File: src/uer_pkg.sv
// Shared constants, register codes and control types for the echo ranger.
`default_nettype none

package uer_pkg;

    localparam int COUNT_WIDTH = 16;
    localparam int BAR_LEDS    = 5;

    localparam int TICK_W      = 11;
    localparam int CM_W        = 8;
    localparam int PERIOD_W    = 16;
    localparam int STEP_W      = 8;
    localparam int DIST_W      = 16;
    localparam int CFG_DATA_W  = 16;
    localparam int CFG_INDEX_W = 2;

    // Echo time in microseconds and the divider width
    localparam int PROD_W      = COUNT_WIDTH + TICK_W;
    localparam int DIVCNT_W    = $clog2(PROD_W);
    localparam int BAR_PROD_W  = STEP_W + $clog2(BAR_LEDS + 1);

    localparam logic [CFG_INDEX_W-1:0] REG_US_PER_TICK       = 2'd0;
    localparam logic [CFG_INDEX_W-1:0] REG_US_PER_CM         = 2'd1;
    localparam logic [CFG_INDEX_W-1:0] REG_TRIGGER_PERIOD_MS = 2'd2;
    localparam logic [CFG_INDEX_W-1:0] REG_BAR_STEP_CM       = 2'd3;

    localparam logic [TICK_W-1:0]   US_PER_TICK_RST       = 11'd64;
    localparam logic [CM_W-1:0]     US_PER_CM_RST         = 8'd58;
    localparam logic [PERIOD_W-1:0] TRIGGER_PERIOD_MS_RST = 16'd1000;
    localparam logic [STEP_W-1:0]   BAR_STEP_CM_RST       = 8'd2;

    typedef struct packed {
        logic accept;
        logic mul;
        logic div_step;
        logic bar;
        logic out_load;
    } uer_cmd_t;

    typedef struct packed {
        logic fall_edge;
    } uer_status_t;

endpackage

`default_nettype wire

File: src/uer_sample_if.sv
// Input channel: one echo sample with its tick flags.
`default_nettype none

interface uer_sample_if;
    logic valid;
    logic ready;
    logic echo_level;
    logic timer_tick;
    logic ms_tick;

    modport source (output valid, output echo_level, output timer_tick, output ms_tick,
                    input ready);
    modport sink   (input valid, input echo_level, input timer_tick, input ms_tick,
                    output ready);
endinterface

`default_nettype wire

File: src/uer_result_if.sv
// Output channel: trigger request, measurement and bar pattern.
`default_nettype none

interface uer_result_if;
    logic                          valid;
    logic                          ready;
    logic                          trigger_start;
    logic                          measure_done;
    logic [uer_pkg::DIST_W-1:0]    distance_cm;
    logic [uer_pkg::BAR_LEDS-1:0]  led_bar;

    modport source (output valid, output trigger_start, output measure_done,
                    output distance_cm, output led_bar, input ready);
    modport sink   (input valid, input trigger_start, input measure_done,
                    input distance_cm, input led_bar, output ready);
endinterface

`default_nettype wire

File: src/uer_datapath.sv
// Datapath: configuration, counters, bit-serial divider, bar graph and output register.
`default_nettype none

module uer_datapath (
    input  wire logic                             clk,
    input  wire logic                             rst_n,
    input  wire logic                             cfg_we,
    input  wire logic [uer_pkg::CFG_INDEX_W-1:0]  cfg_index,
    input  wire logic [uer_pkg::CFG_DATA_W-1:0]   cfg_data,
    input  wire logic                             echo_level,
    input  wire logic                             timer_tick,
    input  wire logic                             ms_tick,
    input  wire uer_pkg::uer_cmd_t                cmd,
    output uer_pkg::uer_status_t                  status,
    output logic                                  trigger_start,
    output logic                                  measure_done,
    output logic [uer_pkg::DIST_W-1:0]            distance_cm,
    output logic [uer_pkg::BAR_LEDS-1:0]          led_bar
);

    logic [uer_pkg::TICK_W-1:0]      us_per_tick_reg;
    logic [uer_pkg::CM_W-1:0]        us_per_cm_reg;
    logic [uer_pkg::PERIOD_W-1:0]    trigger_period_reg;
    logic [uer_pkg::STEP_W-1:0]      bar_step_reg;

    logic                            echo_prev_reg;
    logic [uer_pkg::COUNT_WIDTH-1:0] tick_count_reg;
    logic [uer_pkg::COUNT_WIDTH-1:0] tick_count_next;
    logic [15:0]                     ms_count_reg;
    logic [15:0]                     ms_inc;
    logic [uer_pkg::BAR_LEDS-1:0]    bar_hold_reg;

    logic [uer_pkg::PROD_W-1:0]      work_reg;
    logic [uer_pkg::CM_W-1:0]        rem_reg;
    logic [uer_pkg::CM_W:0]          rem_sh;
    logic [uer_pkg::CM_W:0]          rem_diff;
    logic                            rem_ge;

    logic                            pend_trig_reg;
    logic                            pend_done_reg;
    logic [uer_pkg::DIST_W-1:0]      pend_dist_reg;

    logic                            rise;
    logic                            fall;
    logic                            trig;
    logic [uer_pkg::DIST_W-1:0]      dist_sat;
    logic [uer_pkg::BAR_PROD_W-1:0]  step_k;
    logic [uer_pkg::BAR_LEDS-1:0]    bar_new;

    assign rise = echo_level & ~echo_prev_reg;
    assign fall = ~echo_level & echo_prev_reg;
    assign status.fall_edge = fall;

    always_comb
    begin
        tick_count_next = tick_count_reg;
        if (rise)
        begin
            tick_count_next = '0;
        end
        else if (!fall && timer_tick && (tick_count_reg != '1))
        begin
            tick_count_next = tick_count_reg + 1'b1;
        end
    end

    assign ms_inc = (ms_tick && (ms_count_reg != 16'hFFFF)) ? ms_count_reg + 16'd1
                                                             : ms_count_reg;
    assign trig   = (ms_inc >= trigger_period_reg);

    // Restoring divider: one quotient bit per step, shifted into the work register
    assign rem_sh   = {rem_reg, work_reg[uer_pkg::PROD_W-1]};
    assign rem_ge   = (rem_sh >= {1'b0, us_per_cm_reg});
    assign rem_diff = rem_sh - {1'b0, us_per_cm_reg};

    assign dist_sat = (|work_reg[uer_pkg::PROD_W-1:uer_pkg::DIST_W])
                      ? '1 : work_reg[uer_pkg::DIST_W-1:0];

    // Smallest k with distance within k steps lights k LEDs
    always_comb
    begin
        bar_new = '0;
        step_k  = '0;
        for (int k = uer_pkg::BAR_LEDS; k >= 1; k--)
        begin
            step_k = uer_pkg::BAR_PROD_W'(k) * uer_pkg::BAR_PROD_W'(bar_step_reg);
            if (dist_sat <= uer_pkg::DIST_W'(step_k))
            begin
                bar_new = uer_pkg::BAR_LEDS'((1 << k) - 1);
            end
        end
    end

    always_ff @(posedge clk or negedge rst_n)
    begin
        if (!rst_n)
        begin
            us_per_tick_reg    <= uer_pkg::US_PER_TICK_RST;
            us_per_cm_reg      <= uer_pkg::US_PER_CM_RST;
            trigger_period_reg <= uer_pkg::TRIGGER_PERIOD_MS_RST;
            bar_step_reg       <= uer_pkg::BAR_STEP_CM_RST;
        end
        else if (cfg_we)
        begin
            unique case (cfg_index)
                uer_pkg::REG_US_PER_TICK:
                    us_per_tick_reg <= cfg_data[uer_pkg::TICK_W-1:0];
                uer_pkg::REG_US_PER_CM:
                    us_per_cm_reg <= cfg_data[uer_pkg::CM_W-1:0];
                uer_pkg::REG_TRIGGER_PERIOD_MS:
                    trigger_period_reg <= cfg_data[uer_pkg::PERIOD_W-1:0];
                uer_pkg::REG_BAR_STEP_CM:
                    bar_step_reg <= cfg_data[uer_pkg::STEP_W-1:0];
                default:
                    ;
            endcase
        end
    end

    always_ff @(posedge clk or negedge rst_n)
    begin
        if (!rst_n)
        begin
            echo_prev_reg  <= 1'b0;
            tick_count_reg <= '0;
            ms_count_reg   <= '0;
            bar_hold_reg   <= '0;
        end
        else
        begin
            if (cmd.accept)
            begin
                echo_prev_reg  <= echo_level;
                tick_count_reg <= tick_count_next;
                ms_count_reg   <= trig ? 16'd0 : ms_inc;
            end
            if (cmd.bar)
            begin
                bar_hold_reg <= bar_new;
            end
        end
    end

    always_ff @(posedge clk)
    begin
        if (cmd.accept)
        begin
            pend_trig_reg <= trig;
            pend_done_reg <= fall;
            pend_dist_reg <= '0;
        end
        else if (cmd.bar)
        begin
            pend_dist_reg <= dist_sat;
        end

        if (cmd.mul)
        begin
            work_reg <= uer_pkg::PROD_W'(tick_count_reg)
                        * uer_pkg::PROD_W'(us_per_tick_reg);
            rem_reg  <= '0;
        end
        else if (cmd.div_step)
        begin
            work_reg <= {work_reg[uer_pkg::PROD_W-2:0], rem_ge};
            rem_reg  <= rem_ge ? rem_diff[uer_pkg::CM_W-1:0] : rem_sh[uer_pkg::CM_W-1:0];
        end

        if (cmd.out_load)
        begin
            trigger_start <= pend_trig_reg;
            measure_done  <= pend_done_reg;
            distance_cm   <= pend_dist_reg;
            led_bar       <= bar_hold_reg;
        end
    end

endmodule

`default_nettype wire

File: src/uer_controller.sv
// Controller: sequences accept, multiply, divide, bar update and result transfer.
`default_nettype none

module uer_controller (
    input  wire logic                  clk,
    input  wire logic                  rst_n,
    input  wire logic                  sample_valid,
    output logic                       sample_ready,
    output logic                       result_valid,
    input  wire logic                  result_ready,
    input  wire uer_pkg::uer_status_t  status,
    output uer_pkg::uer_cmd_t          cmd
);

    localparam logic [2:0] S_IDLE = 3'd0;
    localparam logic [2:0] S_MUL  = 3'd1;
    localparam logic [2:0] S_DIV  = 3'd2;
    localparam logic [2:0] S_BAR  = 3'd3;
    localparam logic [2:0] S_HOLD = 3'd4;

    logic [2:0]                 state_reg;
    logic [2:0]                 state_next;
    logic [uer_pkg::DIVCNT_W-1:0] cnt_reg;
    logic [uer_pkg::DIVCNT_W-1:0] cnt_next;
    logic                       out_valid_reg;
    logic                       out_valid_next;
    logic                       slot_free;

    assign slot_free    = !out_valid_reg || result_ready;
    assign sample_ready = (state_reg == S_IDLE);
    assign result_valid = out_valid_reg;

    always_comb
    begin
        state_next = state_reg;
        cnt_next   = cnt_reg;
        cmd        = '0;
        unique case (state_reg)
            S_IDLE:
            begin
                if (sample_valid)
                begin
                    cmd.accept = 1'b1;
                    state_next = status.fall_edge ? S_MUL : S_HOLD;
                end
            end
            S_MUL:
            begin
                cmd.mul    = 1'b1;
                cnt_next   = '0;
                state_next = S_DIV;
            end
            S_DIV:
            begin
                cmd.div_step = 1'b1;
                if (cnt_reg == uer_pkg::DIVCNT_W'(uer_pkg::PROD_W - 1))
                begin
                    state_next = S_BAR;
                end
                else
                begin
                    cnt_next = cnt_reg + 1'b1;
                end
            end
            S_BAR:
            begin
                cmd.bar    = 1'b1;
                state_next = S_HOLD;
            end
            S_HOLD:
            begin
                if (slot_free)
                begin
                    cmd.out_load = 1'b1;
                    state_next   = S_IDLE;
                end
            end
            default:
            begin
                state_next = S_IDLE;
            end
        endcase
    end

    always_comb
    begin
        if (cmd.out_load)
        begin
            out_valid_next = 1'b1;
        end
        else if (result_ready)
        begin
            out_valid_next = 1'b0;
        end
        else
        begin
            out_valid_next = out_valid_reg;
        end
    end

    always_ff @(posedge clk or negedge rst_n)
    begin
        if (!rst_n)
        begin
            state_reg     <= S_IDLE;
            cnt_reg       <= '0;
            out_valid_reg <= 1'b0;
        end
        else
        begin
            state_reg     <= state_next;
            cnt_reg       <= cnt_next;
            out_valid_reg <= out_valid_next;
        end
    end

endmodule

`default_nettype wire

File: src/ultrasonic_echo_ranger_core.sv
// Top level of the ultrasonic echo ranger: controller, datapath and channel wiring.
`default_nettype none

// Ultrasonic echo ranger. Each sample transfer carries the echo line level and
// two tick flags; each one yields exactly one result transfer. A rising echo edge
// clears the tick counter, timer ticks advance it (saturating), and a falling
// edge converts the count to centimetres: count * us_per_tick / us_per_cm,
// truncated and saturated at 65535, which also refreshes the five-LED bar held
// on led_bar. A millisecond counter raises trigger_start once per
// trigger_period_ms. Timing: a sample without a falling edge goes from the
// transfer straight to the output load; a falling edge goes through the
// transfer, the multiply, one divider step per quotient bit and the bar
// update before the output load, which in both cases waits until the sink
// has taken the previous result or is taking it. The restoring divider
// retires one quotient bit per cycle. A new sample is taken once the
// previous result sits in the output register, even if the sink has not yet
// taken it. Configuration writes take effect at the edge that carries them and
// belong in idle periods; indexes beyond the last register are ignored.

module ultrasonic_echo_ranger_core (
    input  wire logic                             clk,
    input  wire logic                             rst_n,
    input  wire logic                             cfg_we,
    input  wire logic [uer_pkg::CFG_INDEX_W-1:0]  cfg_index,
    input  wire logic [uer_pkg::CFG_DATA_W-1:0]   cfg_data,
    uer_sample_if.sink                            sample,
    uer_result_if.source                          result
);

    uer_pkg::uer_cmd_t    cmd;
    uer_pkg::uer_status_t status;

    // Sequence each transfer through the shared divider and the output stage
    uer_controller u_ctrl (
        .clk          (clk),
        .rst_n        (rst_n),
        .sample_valid (sample.valid),
        .sample_ready (sample.ready),
        .result_valid (result.valid),
        .result_ready (result.ready),
        .status       (status),
        .cmd          (cmd)
    );

    // Hold configuration and measurement state; drive the result payload
    uer_datapath u_dp (
        .clk           (clk),
        .rst_n         (rst_n),
        .cfg_we        (cfg_we),
        .cfg_index     (cfg_index),
        .cfg_data      (cfg_data),
        .echo_level    (sample.echo_level),
        .timer_tick    (sample.timer_tick),
        .ms_tick       (sample.ms_tick),
        .cmd           (cmd),
        .status        (status),
        .trigger_start (result.trigger_start),
        .measure_done  (result.measure_done),
        .distance_cm   (result.distance_cm),
        .led_bar       (result.led_bar)
    );

endmodule

`default_nettype wire

File: src/flat_wrapper.sv
// flat-port wrapper written by rule: the top's interface ports become plain ports
module ultrasonic_echo_ranger_core_flat 
  (clk, rst_n, cfg_we, cfg_index, cfg_data, sample_valid, sample_echo_level, sample_timer_tick, sample_ms_tick, sample_ready, result_valid, result_trigger_start, result_measure_done, result_distance_cm, result_led_bar, result_ready);
  uer_sample_if sample_i ();
  uer_result_if result_i ();
  input  wire logic clk;
  input  wire logic rst_n;
  input  wire logic cfg_we;
  input  wire logic [uer_pkg::CFG_INDEX_W-1:0] cfg_index;
  input  wire logic [uer_pkg::CFG_DATA_W-1:0] cfg_data;
  input wire logic [$bits(sample_i.valid)-1:0] sample_valid;
  input wire logic [$bits(sample_i.echo_level)-1:0] sample_echo_level;
  input wire logic [$bits(sample_i.timer_tick)-1:0] sample_timer_tick;
  input wire logic [$bits(sample_i.ms_tick)-1:0] sample_ms_tick;
  output wire logic [$bits(sample_i.ready)-1:0] sample_ready;
  output wire logic [$bits(result_i.valid)-1:0] result_valid;
  output wire logic [$bits(result_i.trigger_start)-1:0] result_trigger_start;
  output wire logic [$bits(result_i.measure_done)-1:0] result_measure_done;
  output wire logic [$bits(result_i.distance_cm)-1:0] result_distance_cm;
  output wire logic [$bits(result_i.led_bar)-1:0] result_led_bar;
  input wire logic [$bits(result_i.ready)-1:0] result_ready;
  assign sample_i.valid = sample_valid;
  assign sample_i.echo_level = sample_echo_level;
  assign sample_i.timer_tick = sample_timer_tick;
  assign sample_i.ms_tick = sample_ms_tick;
  assign sample_ready = sample_i.ready;
  assign result_valid = result_i.valid;
  assign result_trigger_start = result_i.trigger_start;
  assign result_measure_done = result_i.measure_done;
  assign result_distance_cm = result_i.distance_cm;
  assign result_led_bar = result_i.led_bar;
  assign result_i.ready = result_ready;
  ultrasonic_echo_ranger_core u_core (.clk(clk), .rst_n(rst_n), .cfg_we(cfg_we), .cfg_index(cfg_index), .cfg_data(cfg_data), .sample(sample_i), .result(result_i));
endmodule
File: config.mk
export PLATFORM = sky130hd
export DESIGN_NAME = ultrasonic_echo_ranger_core_flat
export DESIGN_NICKNAME = d
export VERILOG_FILES = /design/src/uer_pkg.sv /design/src/uer_sample_if.sv /design/src/uer_result_if.sv /design/src/uer_datapath.sv /design/src/uer_controller.sv /design/src/ultrasonic_echo_ranger_core.sv /design/src/flat_wrapper.sv
export SDC_FILE = /design/constraint.sdc
export NUM_CORES = 1
export LEC_CHECK = 0
export ABC_AREA = 1
export ABC_CLOCK_PERIOD_IN_PS = 7700
export BUFFER_PORTS_ARGS = -buffer_cell sky130_fd_sc_hd__buf_2
export CORE_MARGIN = 2
export CORE_UTILIZATION = 55
export CTS_CLUSTER_DIAMETER = 150
export DETAILED_ROUTE_END_ITERATION = 10
export PLACE_DENSITY = 0.72
export RECOVER_POWER = 100
export SYNTH_ARGS = -nofsm -noshare
export SYNTH_HDL_FRONTEND = slang
export SYNTH_SLANG_ARGS = --single-unit
File: constraint.sdc
create_clock -name clk -period 7.7 [get_ports clk]
set_input_delay 0.385 -clock clk [delete_from_list [all_inputs] [get_ports clk]]
set_output_delay 0.385 -clock clk [all_outputs]
set_load 0.01 [all_outputs]
======== Yosys cells after proc, flatten, opt, wreduce, memory -nomap -nowiden ========
Index checks and enable logic that the tools add are counted.
operators by class
  add/sub/neg operators ................... 4
  multipliers ............................. 3
  magnitude comparators ................... 7
  equality and inequality tests ........... 14
  mux-type cells .......................... 29
  bitwise operators ....................... 4
  reduce and logical (&&, ||, !) cells .... 20
operator list
  kind                     number
  $mux W16                 5
  $mux W27                 2
  $add A16 B1 Y16 const B  2
  $le A16 B10 Y1           2
  $ne A16 B16 Y1 const B   2
  $mux W5                  6
  $mul A16 B11 Y27         1
  $ge A16 B16 Y1           1
  $le A16 B11 Y1           1
  $le A16 B8 Y1            1
  $le A16 B9 Y1            1
  $pmux W3 S5              1
  $mux W3                  4
  $reduce_and A2 Y1        6
  $mul A3 B8 Y11 const A   1
  $reduce_or A11 Y1        1
  $mul A2 B8 Y10 const A   1
  $pmux W5 S2              1
  $ge A9 B8 Y1             1
  $mux W1                  9
  $mux W8                  1
  $ne A2 B2 Y1 const B     4
  $reduce_bool A2 Y1       4
  $sub A8 B8 Y8            1
  other kinds (15)         22
storage, ports and cells
  bits in registers ....................... 166
  bits of input ports ..................... 26
  output and inout bits ................... 25
  word-level logic and storage cells ...... 101

======== Logic depth before layout (Yosys ltp) ========
Gate-level depths: netlist (run 1).
  depth after elaboration ................. 8
  mapped depth ............................ 25
  depth with buffers taken out ............ 23

======== By module ========
Synthesis (run 1) repeated with hierarchy kept, for this count alone.
second synthesis, totals
  cells, all modules ...................... 2,040
  area total of the unflattened synthesis .. 15,879.0 µm²
by module, submodules not included
  module          instances  cells each  area an instance (µm²)  seq. area each (µm²)
  uer_datapath    1          1,967       15,336.0                4,083.9
  uer_controller  1          73          543.0                   225.2

======== Least setup slack after synthesis (run 1) ========
No wires, ideal clock.
  path kind ............................... register to register
  start ................................... register u_core.u_dp.us_per_tick_reg[6] (netlist bit)
  end ..................................... register u_core.u_dp.work_reg[19] (netlist bit) (data pin)
  library setup time ...................... 254 ps
  data arrival time ....................... 5,015 ps
  required time ........................... 7,446 ps
  setup slack ............................. 2,431 ps
  cell stages (with the launch flop) ...... 21
  buffers on the path ..................... 2
  period minus slack after synthesis ...... 5,269 ps
  cells stage by stage .................... dfstp_2 clkbuf_1 clkbuf_1 nand2_1 fa_1 fa_1 inv_1 fa_1 fa_1 inv_1 fa_1 inv_1 ha_1 a21oi_1 o21ai_0 o21bai_1 nand4_1 nand2_1 or2_2 nand3_1 nand2_1
on the way
  cells in the longest elaborated chain, start to end .. 2
RTL lines
  element                   RTL line             source
  start: declaration        uer_datapath.sv:21   logic [uer_pkg::TICK_W-1:0] us_per_tick_reg;
  start signal: assignment  uer_datapath.sv:98   us_per_tick_reg <= uer_pkg::US_PER_TICK_RST;
  start signal: assignment  uer_datapath.sv:107  us_per_tick_reg <= cfg_data[uer_pkg::TICK_W-1:0];
  $mul A16 B11 Y27          uer_datapath.sv:160  * uer_pkg::PROD_W'(us_per_tick_reg);
  $mux W27                  uer_datapath.sv:157  if (cmd.mul)
  end signal: assignment    uer_datapath.sv:159  work_reg <= uer_pkg::PROD_W'(tick_count_reg)
  end signal: assignment    uer_datapath.sv:165  work_reg <= {work_reg[uer_pkg::PROD_W-2:0], rem_ge};
  end: declaration          uer_datapath.sv:33   logic [uer_pkg::PROD_W-1:0] work_reg;
Every way passes these cells.
A chain may end at the register's enable or synchronous reset.

======== Worst setup path in the final report (run 1) ========
  start ................................... register u_core.u_dp.us_per_tick_reg[7] (netlist bit)
  end ..................................... register u_core.u_dp.work_reg[16] (netlist bit) (data pin)
The elaborated chain is that of the path after synthesis.

==> results.cfg, run 1 <==
[status]
status = finished, violations left
violations = max-capacitance violations, max-slew violations

[timing]
finalSetupViolations = 0
rsz0062_at_grt = false
period_needed_ns = 5.67
setup_slack_ns = 2.03
fin_skew_ns = 0.0182
tightest_slew_ns = 3.75
max_slew_margin_pct = -150
whs_ns = 0.146
clock.fmax_ghz = 0.176
setup_tns_ns = 0
finalHoldViolations = 0
post-route-period-util_pct = 73.6
report.final.slew_viol_count = 123

[global_route]
antenna_found_initial = 0
grt_pass1_vias = 12663
grt_use_total_pct = 25.4
grt_max_degree = 71
grt_pass1_wl_mm = 62.1
grt.overflow.total = 0

[synthesis]
seq_area_frac_synth_pct = 27.3
syn_nets = 2300
synth-async-reset-ratio_pct = 54.2
synth_edf_count = 52
synth_area_mm2 = 0.0158
syn_inst = 1991
synth_ff_type = dfrtp_1
synth_cell_types = 49
synth_warnings = 0
ys_ff_latch = 166
syn_area_per_cell_um2 = 7.92

[run]
max-cap-violations = 3

[power_and_ir_drop]
vdd_drop_max_uv = 153
leakagePower_nw = 8.97
power.density_mw_per_mm2 = 273

[die]
dieArea_mm2 = 0.0300
ios = 51
rows = 61
fp.dieW_um = 173
die_y_um = 173
core_mm2 = 0.0280
initial_utilization_pct = 56.3

[cells_and_area]
final_util_pct = 60.0
multi_input_area_mm2 = 0.00951
nNetsFinal = 2313
regArea_mm2 = 0.00431
antenna_cells = 0
fillerInstances = 2506
final_layout_size_suffix_gt1_share_pct = 5.65
largest_reg_flops = 27
synthToLayoutAreaGrowth_pct = 6.56
final_common_cell = nand2_1
layout_common_cells = nand2_1 (462), inv_1 (428), ha_1 (155)

[placed_design]
pre_cts_ws_ns = 2.11
port_buffers = 50
gp_congestion = 0.912
dpl.hpwl_mm = 28.6

[setup_path]
crit_arrival_ns = 5.82
path_class = reg2reg
crit_path_max_fanout = 17
setup.worst_path.start_class = flop
required_ns = 7.86
end_kind = flop
r2r_slack_ns = 2.03

[drt]
highest-signal-layer = met4
met1_length_mm = 16.1
wl_mm = 36.9
drcViolationCount = 0
firstDrtPassIters = 6
vias = 12775
wl_per_cell_um = 15.4
met2_wirelength_mm = 18.1
drt-vias-per-instance = 5.33
drt_first_iter_violations = 1086
wl_met3_mm = 1.68
ant_nets = 0

[clocking]
cts_setup_buffers = 0
clkTransAtPathRegs_ns = 0.08
cts_buffers = 17
cts_num_sinks = 166
clockBufferDepth = 2
cts_resized = 0
cts-root-buf = clkbuf_16
h-tree-depth = 4
tritoncts = done
insertion_delay_ns = 0.44

[worst_hold_path]
hp-class = in2reg
-- path summary, 6_finish.rpt --
kind	start	end	depth (start not counted)
min in group asynchronous	rst_n	u_core.u_dp.bar_hold_reg[2]	2
worst max-delay path	u_core.u_dp.us_per_tick_reg[7]	u_core.u_dp.work_reg[16]	17
worst min register to register	u_core.u_dp.pend_trig_reg	u_core.u_dp.trigger_start	0
worst max register to register	u_core.u_dp.us_per_tick_reg[7]	u_core.u_dp.work_reg[16]	17
worst min-delay path	result_ready	u_core.u_ctrl.result_valid	2
max in group asynchronous	rst_n	u_core.u_ctrl.state_reg[1]	3
-- final cells by class --
| type | count | area share [%] |
|---|---|---|
| multi-input cells | 1321 | 56.6 |
| inverters | 442 | 9.88 |
| flip-flops and latches | 166 | 25.7 |
| repair buffers | 56 | 1.47 |
| clock inverters | 14 | 0.953 |
| clock buffers | 18 | 2.61 |
| well taps | 378 | 2.82 |
-- timing repair --
action,4_1_cts,5_1_grt
hold endpoints to repair,20,0
endpoints found under the setup margin,0,0
hold buffers,1,0
-- cells by family after synthesis --
group                      synth area share, %
and+or+nand+nor                           20.3
buffers and inverters                     12.1
adders and majority gates                 28.6
AOI/OAI and AO/OA                         8.88
DFF                                       27.3
xor gates and xnor gates                  2.78
muxes                                   0.0714
-- synth_stat cells (3+ instances only) --
master / number / area [um^2]
nand2_1: 459 / 1720
inv_1: 425 / 1600
ha_1: 155 / 1940
fa_1: 128 / 2560
nor2_1: 96 / 360
o21ai_0: 96 / 480
nand3_1: 92 / 460
a21oi_1: 80 / 400
dfrtp_1: 78 / 1950
clkbuf_1: 58 / 218
edfxtp_1: 52 / 1560
xor2_1: 37 / 324
o21ai_1: 32 / 160
dfxtp_1: 24 / 480
nand4_1: 20 / 125
inv_2: 16 / 60.1
nor3_1: 16 / 80.1
o21bai_1: 16 / 120
xnor2_1: 13 / 114
dfstp_2: 12 / 315
o211ai_1: 10 / 75.1
nor3_2: 8 / 80.1
nand2_2: 7 / 43.8
nor2_2: 6 / 37.5
nor4_1: 6 / 37.5
or2_2: 6 / 37.5
a31oi_1: 4 / 25.0
o21a_1: 4 / 30.0
a211oi_1: 3 / 22.5
a21o_1: 3 / 22.5
nor2_4: 3 / 33.8
-- power breakdown --
part / switching, mW / internal, mW / leakage (nW)
clock network: 0.439 / 0.445 / 0.294
logic: 1.38 / 0.794 / 6.86
registers: 0.309 / 1.23 / 1.82
-- worst max-delay path: stages (launching register included) --
cell	delay [ns]
dfrtp_1	0.76
nand2_1	0.17
fa_1	0.57
inv_1	0.05
fa_1	0.51
fa_1	0.55
fa_1	0.55
inv_1	0.05
fa_1	0.52
inv_1	0.04
ha_1	0.36
a21oi_1	0.22
inv_1	0.06
a31oi_1	0.31
o21ai_0	0.19
a21oi_1	0.17
xor2_1	0.20
o21ai_0	0.10
-- through the flow --
| stage | std cells | power [mW] | instance area (um^2) |
|---|---|---|---|
| after floorplan | 1991 | 3.13 | 15800 |
| after global placement | 2362 | 3.67 | 16300 |
| after detailed placement | 2362 | 3.75 | 16300 |
| after CTS | 2395 | 4.65 | 16900 |
| after global routing | 2395 | 5.02 | 16800 |
| final | 2395 | 4.59 | 16800 |
-- per-layer routing --
layer	global-route usage [%]	up-vias
met5	0	-
met2	43.3	338
met3	3.49	64
met1	33.5	6155
met4	8.26	0
li1	-	6218
Power figures use the tool's default switching activity.
==> run 2, diff against run 1 <==
--- a/config.mk
+++ b/config.mk
@@ -6,13 +6,13 @@
 export NUM_CORES = 1
 export LEC_CHECK = 0
 export ABC_AREA = 1
-export ABC_CLOCK_PERIOD_IN_PS = 7700
+export ABC_CLOCK_PERIOD_IN_PS = 5200
 export BUFFER_PORTS_ARGS = -buffer_cell sky130_fd_sc_hd__buf_2
 export CORE_MARGIN = 2
 export CORE_UTILIZATION = 55
 export CTS_CLUSTER_DIAMETER = 150
 export DETAILED_ROUTE_END_ITERATION = 10
-export PLACE_DENSITY = 0.72
+export PLACE_DENSITY = 0.75
 export RECOVER_POWER = 100
 export SYNTH_ARGS = -nofsm -noshare
 export SYNTH_HDL_FRONTEND = slang
==> constraint.sdc (replaced) <==
create_clock -name clk -period 5.2 [get_ports clk]
set_input_delay 0.26 -clock clk [delete_from_list [all_inputs] [get_ports clk]]
set_output_delay 0.26 -clock clk [all_outputs]
set_load 0.01 [all_outputs]
==> results.cfg, run 2 (synthesis gave the netlist of run 1 again) <==
[power_and_ir_drop]
leakagePower_nw = 9.45
vdd_drop_max_uv = 272
p_total_mw = 7.45
power.density_mw_per_mm2 = 416

[die]
core_mm2 = 0.0280
ios = 51
fp.dieW_um = 173
initial_utilization_pct = 56.3
die_y_um = 173
dieArea_mm2 = 0.0300
rows = 61

[setup_path]
setup.worst_path.start_class = flop
end_kind = flop
r2r_slack_ns = 0.12
required_ns = 5.38
reg2reg_from = u_core.u_dp.us_per_tick_reg[6]
path_class = reg2reg
cp_slowest_cell = dfstp_2
rr_worst_depth = 18
max_stage_delay_ns = 0.57
crit_chain = buf_4 -> nand2_1 -> fa_1 -> inv_1 -> fa_1 -> fa_1 -> fa_1 -> inv_1 -> fa_1 -> inv_1 -> ha_4 -> a21oi_2 -> inv_1 -> a31oi_4 -> o21ai_1 -> a21oi_1 -> xor2_1 -> o21ai_1
crit_path_max_fanout = 4
r2r_end = u_core.u_dp.work_reg[16]
worst_path_most_repeated_cell = fa_1
crit_arrival_ns = 5.26

[cells_and_area]
fin_cells = 2489
final_common_cell = nand2_1
synthToLayoutAreaGrowth_pct = 13.5
final_util_pct = 63.9
largest_reg_flops = 27
final_layout_size_suffix_gt1_share_pct = 12.8
nNetsFinal = 2407
antenna_cells = 0
layout_common_cells = nand2_1 (460), inv_1 (424), ha_1 (144)
fin_area_mm2 = 0.0179
fillerInstances = 2415

[drt]
wl_met3_mm = 1.95
wl_mm = 37.9
wl_per_cell_um = 15.2
met1_length_mm = 16.1
ant_nets = 0
drcViolationCount = 0
firstDrtPassIters = 5
met2_wirelength_mm = 18.9
highest-signal-layer = met4
vias = 13288
drt-vias-per-instance = 5.34
drt_first_iter_violations = 975

[clocking]
insertion_delay_ns = 0.45
clockBufferDepth = 2
tritoncts = done
h-tree-depth = 4
clkTransAtPathRegs_ns = 0.08
cts-root-buf = clkbuf_16
cts_buffers = 17
cts_num_sinks = 166

[timing]
period_needed_ns = 5.08
tightest_slew_ns = 1.92
fin_skew_ns = 0.0171
clock.fmax_ghz = 0.197
report.final.slew_viol_count = 127
whs_ns = 0.00562
finalHoldViolations = 0
finalSetupViolations = 0
max_slew_margin_pct = -28.4
post-route-period-util_pct = 97.6

[status]
status = finished, violations left
violations = max-capacitance violations, max-slew violations

[global_route]
grt_pass1_vias = 13007
grt_max_degree = 75
grt_pass1_wl_mm = 62.4
grt.overflow.total = 0
grt_use_total_pct = 25.5
antenna_found_initial = 0

[worst_hold_path]
hp-class = in2reg
min_from = result_ready
hold_end = u_core.u_ctrl.result_valid
hold_path_depth = 2

[placed_design]
place_area_mm2 = 0.0169
dpl.hpwl_mm = 29.1
port_buffers = 50
dpl.cell_count = 2438
gp_congestion = 0.934

[run]
max-cap-violations = 3
run 2: how the worst max path moves through the flow:
stage | from | endpoint | slack [ns] | depth (start not counted)
after floorplan | u_core.u_dp.us_per_tick_reg[9] | u_core.u_dp.work_reg[19] | 0.01 | 20
after global placement | u_core.u_dp.us_per_tick_reg[4] | u_core.u_dp.work_reg[16] | -0.13 | 17
after detailed placement | u_core.u_dp.us_per_tick_reg[4] | u_core.u_dp.work_reg[16] | -0.20 | 17
after CTS | u_core.u_dp.tick_count_reg[3] | u_core.u_dp.work_reg[20] | 0.006 | 21
after global routing | u_core.u_dp.us_per_tick_reg[6] | u_core.u_dp.work_reg[21] | -0.03 | 22
final | u_core.u_dp.us_per_tick_reg[6] | u_core.u_dp.work_reg[16] | 0.12 | 18
run 2: report_power, final:
group | total, mW | internal [mW] | switching, mW
clock | 1.33 | 0.657 | 0.674
sequential | 2.16 | 1.83 | 0.329
combinational | 3.96 | 1.59 | 2.37
run 2: layout make-up:
type	instances	area (um^2)	share of cell area [%]
sequential	166	4330	24.2
timing repair buffer	150	1010	5.66
tap	378	473	2.64
inverter	442	1660	9.27
clock buffer	17	425	2.38
multi-input combinational	1321	9810	54.8
clock inverter	15	184	1.03
run 2: metrics by stage:
step,worst slack (ns),setup TNS [ns]
after floorplan,0.0140,0
after global placement,-0.126,-0.172
after detailed placement,-0.200,-0.711
after CTS,0.00640,0
after global routing,-0.0254,-0.0668
final,0.123,0
run 2: what timing repair did:
action / in CTS / in global routing
endpoints found under the hold margin: 16 / 0
pin swaps: 2 / 21
gates cloned: 0 / 0
resized for setup: 23 / 57
setup endpoints to repair: 9 / 17
hold buffers: 1 / 0
buffers inserted: 2 / 16
run 2: per-layer routing:
metal  GRT usage (%)  up-vias
met5               0        -
met4            7.17        0
met3            3.03       83
met2            43.8      432
met1            34.1     6371
li1                -     6402
run 2: critical path, delay by kind of cell (launching register included):
kind / cells / cell delay [ns]
AOI/OAI and AO/OA: 5 / 0.70
xor gates and xnor gates: 1 / 0.23
adders and majority gates: 6 / 2.86
buffers and inverters: 5 / 0.41
DFF: 1 / 0.57
and+or+nand+nor: 1 / 0.07
